## config.mk

```make
export PLATFORM = sky130hd
export DESIGN_NAME = rsi_div_cell
export DESIGN_NICKNAME = d
export VERILOG_FILES = /design/src/sv/rsi_div_cell.sv
export SDC_FILE = /design/constraint.sdc
export NUM_CORES = 1
export LEC_CHECK = 0
export ABC_AREA = 0
export BUFFER_PORTS_ARGS = -buffer_cell sky130_fd_sc_hd__buf_2
export CELL_PAD_IN_SITES_DETAIL_PLACEMENT = 1
export CELL_PAD_IN_SITES_GLOBAL_PLACEMENT = 2
export CORE_MARGIN = 2
export CORE_UTILIZATION = 28
export CTS_CLUSTER_SIZE = 20
export DETAILED_ROUTE_END_ITERATION = 7
export GPL_ROUTABILITY_DRIVEN = 0
export GPL_TIMING_DRIVEN = 0
export PLACE_DENSITY = 0.72
export SLEW_MARGIN = 20
export SYNTH_ARGS = -nofsm -noshare
export SYNTH_HDL_FRONTEND = slang
export SYNTH_SLANG_ARGS = --single-unit
```

## constraint.sdc

```tcl
create_clock -name clk -period 17.9 [get_ports clk]
set_input_delay 0 -clock clk [delete_from_list [all_inputs] [get_ports clk]]
set_output_delay 0 -clock clk [all_outputs]
set_load 0.02 [all_outputs]
```

## src/sv/rsi_div_cell.sv

```systemverilog
`default_nettype none
module rsi_div_cell #(
	parameter int DW = 65,
	parameter int Q  = 33,
	parameter int SW = 70
) (
	input  logic          clk,
	input  logic          arst_n,
	input  logic          prev_valid,
	output logic          prev_ready,
	input  logic [DW-1:0] prev_den,
	input  logic [DW-1:0] prev_rem_x,
	input  logic [DW-1:0] prev_rem_y,
	input  logic [Q-1:0]  prev_nq_x,
	input  logic [Q-1:0]  prev_nq_y,
	input  logic [SW-1:0] prev_side,
	output logic          next_valid,
	input  logic          next_ready,
	output logic [DW-1:0] next_den,
	output logic [DW-1:0] next_rem_x,
	output logic [DW-1:0] next_rem_y,
	output logic [Q-1:0]  next_nq_x,
	output logic [Q-1:0]  next_nq_y,
	output logic [SW-1:0] next_side
);
	// one restoring step per lane: bring in the next numerator bit,
	// subtract when it fits, shift the quotient bit in at the bottom
	logic [DW:0] rx2, ry2, dext;
	logic gx, gy;
	logic [DW:0] rxn, ryn;

	assign dext = {1'b0, prev_den};
	assign rx2 = {prev_rem_x, prev_nq_x[Q-1]};
	assign ry2 = {prev_rem_y, prev_nq_y[Q-1]};
	assign gx = rx2 >= dext;
	assign gy = ry2 >= dext;
	assign rxn = gx ? rx2 - dext : rx2;
	assign ryn = gy ? ry2 - dext : ry2;

	logic v_q;
	assign prev_ready = ~v_q | next_ready;
	assign next_valid = v_q;

	always_ff @(posedge clk or negedge arst_n) begin
		if (!arst_n) begin
			v_q <= 1'b0;
		end else if (prev_ready) begin
			v_q <= prev_valid;
		end
	end

	always_ff @(posedge clk) begin
		if (prev_ready) begin
			next_den <= prev_den;
			next_rem_x <= rxn[DW-1:0];
			next_rem_y <= ryn[DW-1:0];
			next_nq_x <= {prev_nq_x[Q-2:0], gx};
			next_nq_y <= {prev_nq_y[Q-2:0], gy};
			next_side <= prev_side;
		end
	end

endmodule
`default_nettype wire

```

# ---- Word level (Yosys, flattened, before mapping)
# Index checks and enable logic that the tools add are counted.
dict set report op_classes {
  mux 2
  magnitude_cmp 2
  bitwise 2
  addsub 2
}
# cell n
set op_table {}
lappend op_table {{greater-or-equal comparator 66 x 65 -> 1 bit} 2}
lappend op_table {{2-to-1 mux 65 bit} 2}
lappend op_table {{subtractor 65 bit} 2}
lappend op_table {{NOT 1 bit} 1}
lappend op_table {{bitwise OR 1 bit} 1}
dict set report totals {
  word_cells 15
  regBits 332
}

# ---- Longest topological paths before layout
dict set report logic_depth {
  ltp_word 2
  mapped_depth 17
}

# ---- Worst setup path before layout
# Ideal clock, no wire load.
dict set report synth_timing {
  path_kind {register -> register}
  startpoint {register v_q, in the netlist next_valid}
  endpoint {register next_den[0], enable pin}
  path_stages_with_launch 2
  slack_ns 9.012
  period_less_slack_ns 8.888
  n_path_buf 0
  t_arrival_ns 8.125
  setup_time_ns 0.763
  t_required_ns 17.137
  path_cell_list {dfrtp_1 -> nand2b_1}
}
dict set report synth_via {
  elab_chain_len 2
}
# element line
set synth_rtl {}
lappend synth_rtl {{start: declaration} 40} ;# logic v_q;
lappend synth_rtl {{start signal: assignment} 48} ;# v_q <= prev_valid;
lappend synth_rtl {{NOT 1 bit} 41} ;# assign prev_ready = ~v_q | next_ready;
lappend synth_rtl {{bitwise OR 1 bit} 41}
lappend synth_rtl {{named net prev_ready} 10} ;# output logic prev_ready,
lappend synth_rtl {{end signal: assignment} 54} ;# next_den <= prev_den;
lappend synth_rtl {{end: declaration} 19} ;# output logic [DW-1:0] next_den,
# The timed path passes the listed nets, and every way through them passes these cells.
# A chain may end at the register's enable or synchronous reset.

# ---- Worst setup path after layout
dict set report layout_timing {
  startpoint {input prev_den[13]}
  endpoint {register next_rem_x[18], data pin}
}
dict set report layout_via {
  elab_chain_len 2
}
# element line
set layout_rtl {}
lappend layout_rtl {{start: declaration} 11} ;# input logic [DW-1:0] prev_den,
lappend layout_rtl {{subtractor 65 bit / greater-or-equal comparator 66 x 65 -> 1 bit (equally long branches)} {37, 35}}
lappend layout_rtl {{2-to-1 mux 65 bit (*)} 37} ;# assign rxn = gx ? rx2 - dext : rx2;
lappend layout_rtl {{named net rxn[18]} 30} ;# logic [DW:0] rxn, ryn;
lappend layout_rtl {{end signal: assignment} 55} ;# next_rem_x <= rxn[DW-1:0];
lappend layout_rtl {{end: declaration} 20} ;# output logic [DW-1:0] next_rem_x,
# The timed path passes the listed nets; every way through them passes the cells marked *.

==> flow_metrics.env <==
export IMPL_met3_usage=0.04136
export IMPL_numCtsBuffers=40
export IMPL_vias_per_cell=4.868
export IMPL_grt_usage=0.2300
export IMPL_final_cell_mix="buf_2, dlygate4sd3_1, edfxtp_1"
export IMPL_synth_yosys_seq_area_share=0.5008
export IMPL_synth_edf_count=331
export IMPL_cts_resized=0
export IMPL_vias=18500
export IMPL_tns_ns=0
export IMPL_drc_errors=0
export IMPL_clock_sinks=332
export IMPL_hp_class="in -> reg"
export IMPL_dieArea_sq_um=73210
export IMPL_ff_latch_area_sq_um=9965
export IMPL_firstDrtPassIters=5
export IMPL_leakage_nw=12.86
export IMPL_arrival_ns=5.02
export IMPL_place_hpwl_mm=66.63
export IMPL_final_max_slew_viol_count=0
export IMPL_chipWidth_um=270.6
export IMPL_ys_ff_latch=332
export IMPL_wl_mm=86.76
export IMPL_synth_distinct_cells=85
export IMPL_nNetsFinal=3288
export IMPL_die_h_um=270.6
export IMPL_coreArea_sq_um=70150
export IMPL_synth_ff_type="edfxtp_1"
export IMPL_multi_input_area_sq_um=9066
export IMPL_grt_pass1_wl_mm=128.7
export IMPL_grtUsageMet2=0.4211
export IMPL_fp_row_count=97
export IMPL_drive_gt1_frac=0.2999
export IMPL_wl_per_cell_um=22.83
export IMPL_crit_fanout=11
export IMPL_layout_commonest_cell="buf_2"
export IMPL_grtUsageMet1=0.2755
export IMPL_syn_area_per_cell_sq_um=11.22
export IMPL_yosysTopAreaCell="edfxtp_1"
export IMPL_cts_tree="yes"
export IMPL_root_buffer="clkbuf_16"
export IMPL_start_util=0.2836
export IMPL_grt_pass1_vias=19860
export IMPL_insertion_delay_ns=0.57
export IMPL_antenna_found_initial=10
export IMPL_port_buffers=667
export IMPL_ys_warn_count=0
export IMPL_ios=668
export IMPL_yosys_top_cells_area="edfxtp_1, ha_1, a21oi_1"
export IMPL_required_ns=18.24
export IMPL_tightest_slew_ns=0.9885
export IMPL_max_slew_margin=0.3410
export IMPL_ys_async_sr_fraction=0.003012
export IMPL_final_cells=3800
export IMPL_setup_viol=0
export IMPL_syn_nets=2241
export IMPL_dpl_cell_count=3387
export IMPL_cts_htree_levels=2
export IMPL_worst_setup_path_end_kind="flip-flop"
export IMPL_fin_crit_sh=0.2615
export IMPL_cts_buffer_depth=3
export IMPL_vdd_ir_drop_worst_v=0.00005601
export IMPL_fin_crit_ns=4.681
export IMPL_antenna_left=0
export IMPL_synth_top_cell_area_share=0.4995
export IMPL_crit_type="in -> reg"
export IMPL_final_core_util=0.4160
export IMPL_area_growth_syn_to_layout_pct=46.68
export IMPL_syn_area_sq_um=19900
export IMPL_cts_reportedPaths_clkPinSlew_ns=0.06
export IMPL_cap_violations=0
export IMPL_fillers=7954
export IMPL_drtIter0Drc=921
export IMPL_fmax_mhz=213.6
export IMPL_synthCells=1774
export IMPL_rsz0062_at_grt="false"
export IMPL_top_usage_layer="met2"
export IMPL_overflow=0
export IMPL_fin_skew_ns=0.02298
export IMPL_status="finished, final reports clean"
export IMPL_powerDensity_nw_per_um2=89.22
export IMPL_grt_start_max_net_pins=60
export IMPL_critPathLaunchType="input port"
export IMPL_hold_violations=0
where the power goes:
group	switching (mW)	internal (mW)
registers	0.0260	0.969
clock network	0.345	0.453
logic	0.488	0.324
total	0.858	1.75
cell usage after synthesis, drive strengths merged (4+ instances only):
cell type / count
nor3: 24
nor2: 136
nand3b: 4
clkbuf: 29
o211ai: 14
o21bai: 30
nor2b: 16
xor2: 51
xnor2: 65
a31o: 4
or3: 5
buf: 27
and3: 10
inv: 100
o21a: 18
and2: 10
o31ai: 11
mux2: 62
nand2: 132
a311oi: 5
clkdlybuf4s15: 6
nand4: 38
o31a: 5
and4: 6
a21oi: 189
o211a: 4
edfxtp: 331
a21o: 73
a31oi: 18
nand3: 28
nor4: 11
o21ai: 102
nand2b: 19
ha: 130
a211oi: 14
critical path, stage by stage:
cell	delay [ns]
dlygate4sd3_1	0.54
buf_2	0.13
inv_1	0.08
ha_1	0.41
and3_1	0.25
and4_1	0.30
o211ai_1	0.28
a31oi_1	0.47
o211ai_1	0.25
a21oi_1	0.42
o21ai_1	0.25
o31a_1	0.35
inv_2	0.09
buf_2	0.29
buf_2	0.48
nor2_1	0.09
nor2_1	0.31
state kept, by name (all words and copies together), names as in the netlist:
register	cells
next_side	70
next_rem_x	65
next_nq_x	33
next_den	65
next_valid	1
next_rem_y	65
next_nq_y	33
logic make-up (layout without fill, tap and decap cells):
| group | count (synthesis) | after routing | synth area share |
|---|---|---|---|
| AO/OA/AOI/OAI | 518 | 518 | 0.1666 |
| AND/OR/NAND/NOR | 448 | 448 | 0.1060 |
| flip-flops | 332 | 332 | 0.5008 |
| buffers and inverters | 163 | 1240 | 0.04452 |
| adder cells (fa/ha/maj) | 132 | 132 | 0.08376 |
| XOR/XNOR | 116 | 116 | 0.05106 |
| multiplexers | 65 | 65 | 0.04735 |
| other | 0 | 9 | 0 |
area by class of cell:
| type | instances | area share |
|---|---|---|
| antenna | 9 | 0.0007717 |
| buffer | 63 | 0.01723 |
| clock buffer | 50 | 0.03661 |
| clock inverter | 22 | 0.006002 |
| inverter | 100 | 0.01312 |
| multi-input combinational | 1279 | 0.3106 |
| sequential | 332 | 0.3414 |
| tap | 940 | 0.04030 |
| timing repair buffer | 1005 | 0.2339 |
worst paths after layout:
| path | start | end | slack (ns) | cells after the start |
|---|---|---|---|---|
| worst max-delay path | prev_den[13] | next_rem_x[18]$_DFFE_PP_ | 13.22 | 17 |
| worst min-delay path | prev_rem_y[64] | next_rem_y[62]$_DFFE_PP_ | 0.08 | 4 |
| worst max register to register | next_valid$_DFFE_PN0P_ | next_nq_x[12]$_DFFE_PP_ | 15.69 | 4 |
| worst min register to register | next_valid$_DFFE_PN0P_ | next_valid$_DFFE_PN0P_ | 0.99 | 2 |
| max in group asynchronous | arst_n | next_valid$_DFFE_PN0P_ | 17.53 | 3 |
| min in group asynchronous | arst_n | next_valid$_DFFE_PN0P_ | 0.27 | 3 |
routing by layer:
| metal | vias up | routed length, um |
|---|---|---|
| met5 | - | 30 |
| met4 | 4 | 2224 |
| met3 | 109 | 4523 |
| met2 | 514 | 44460 |
| met1 | 9140 | 35530 |
| li1 | 8730 | - |
metrics by stage:
stage	hold slack (ns)	total power [mW]	setup WS [ns]	area [sq um]
after floorplan	-0.2956	1.492	9.012	19900
after global placement	-0.2241	1.762	5.185	24410
after detailed placement	-0.2241	1.753	13.23	24600
after CTS	0.05717	2.617	13.26	29160
after global routing	0.06237	2.724	12.93	29180
final	0.07986	2.604	13.22	29190
repair_timing:
| action | in CTS | in global routing |
|---|---|---|
| hold buffers | 332 | 0 |
| endpoints found under the hold margin | 331 | 0 |
| setup buffers | 0 | 0 |
Power figures use the tool's default switching activity.
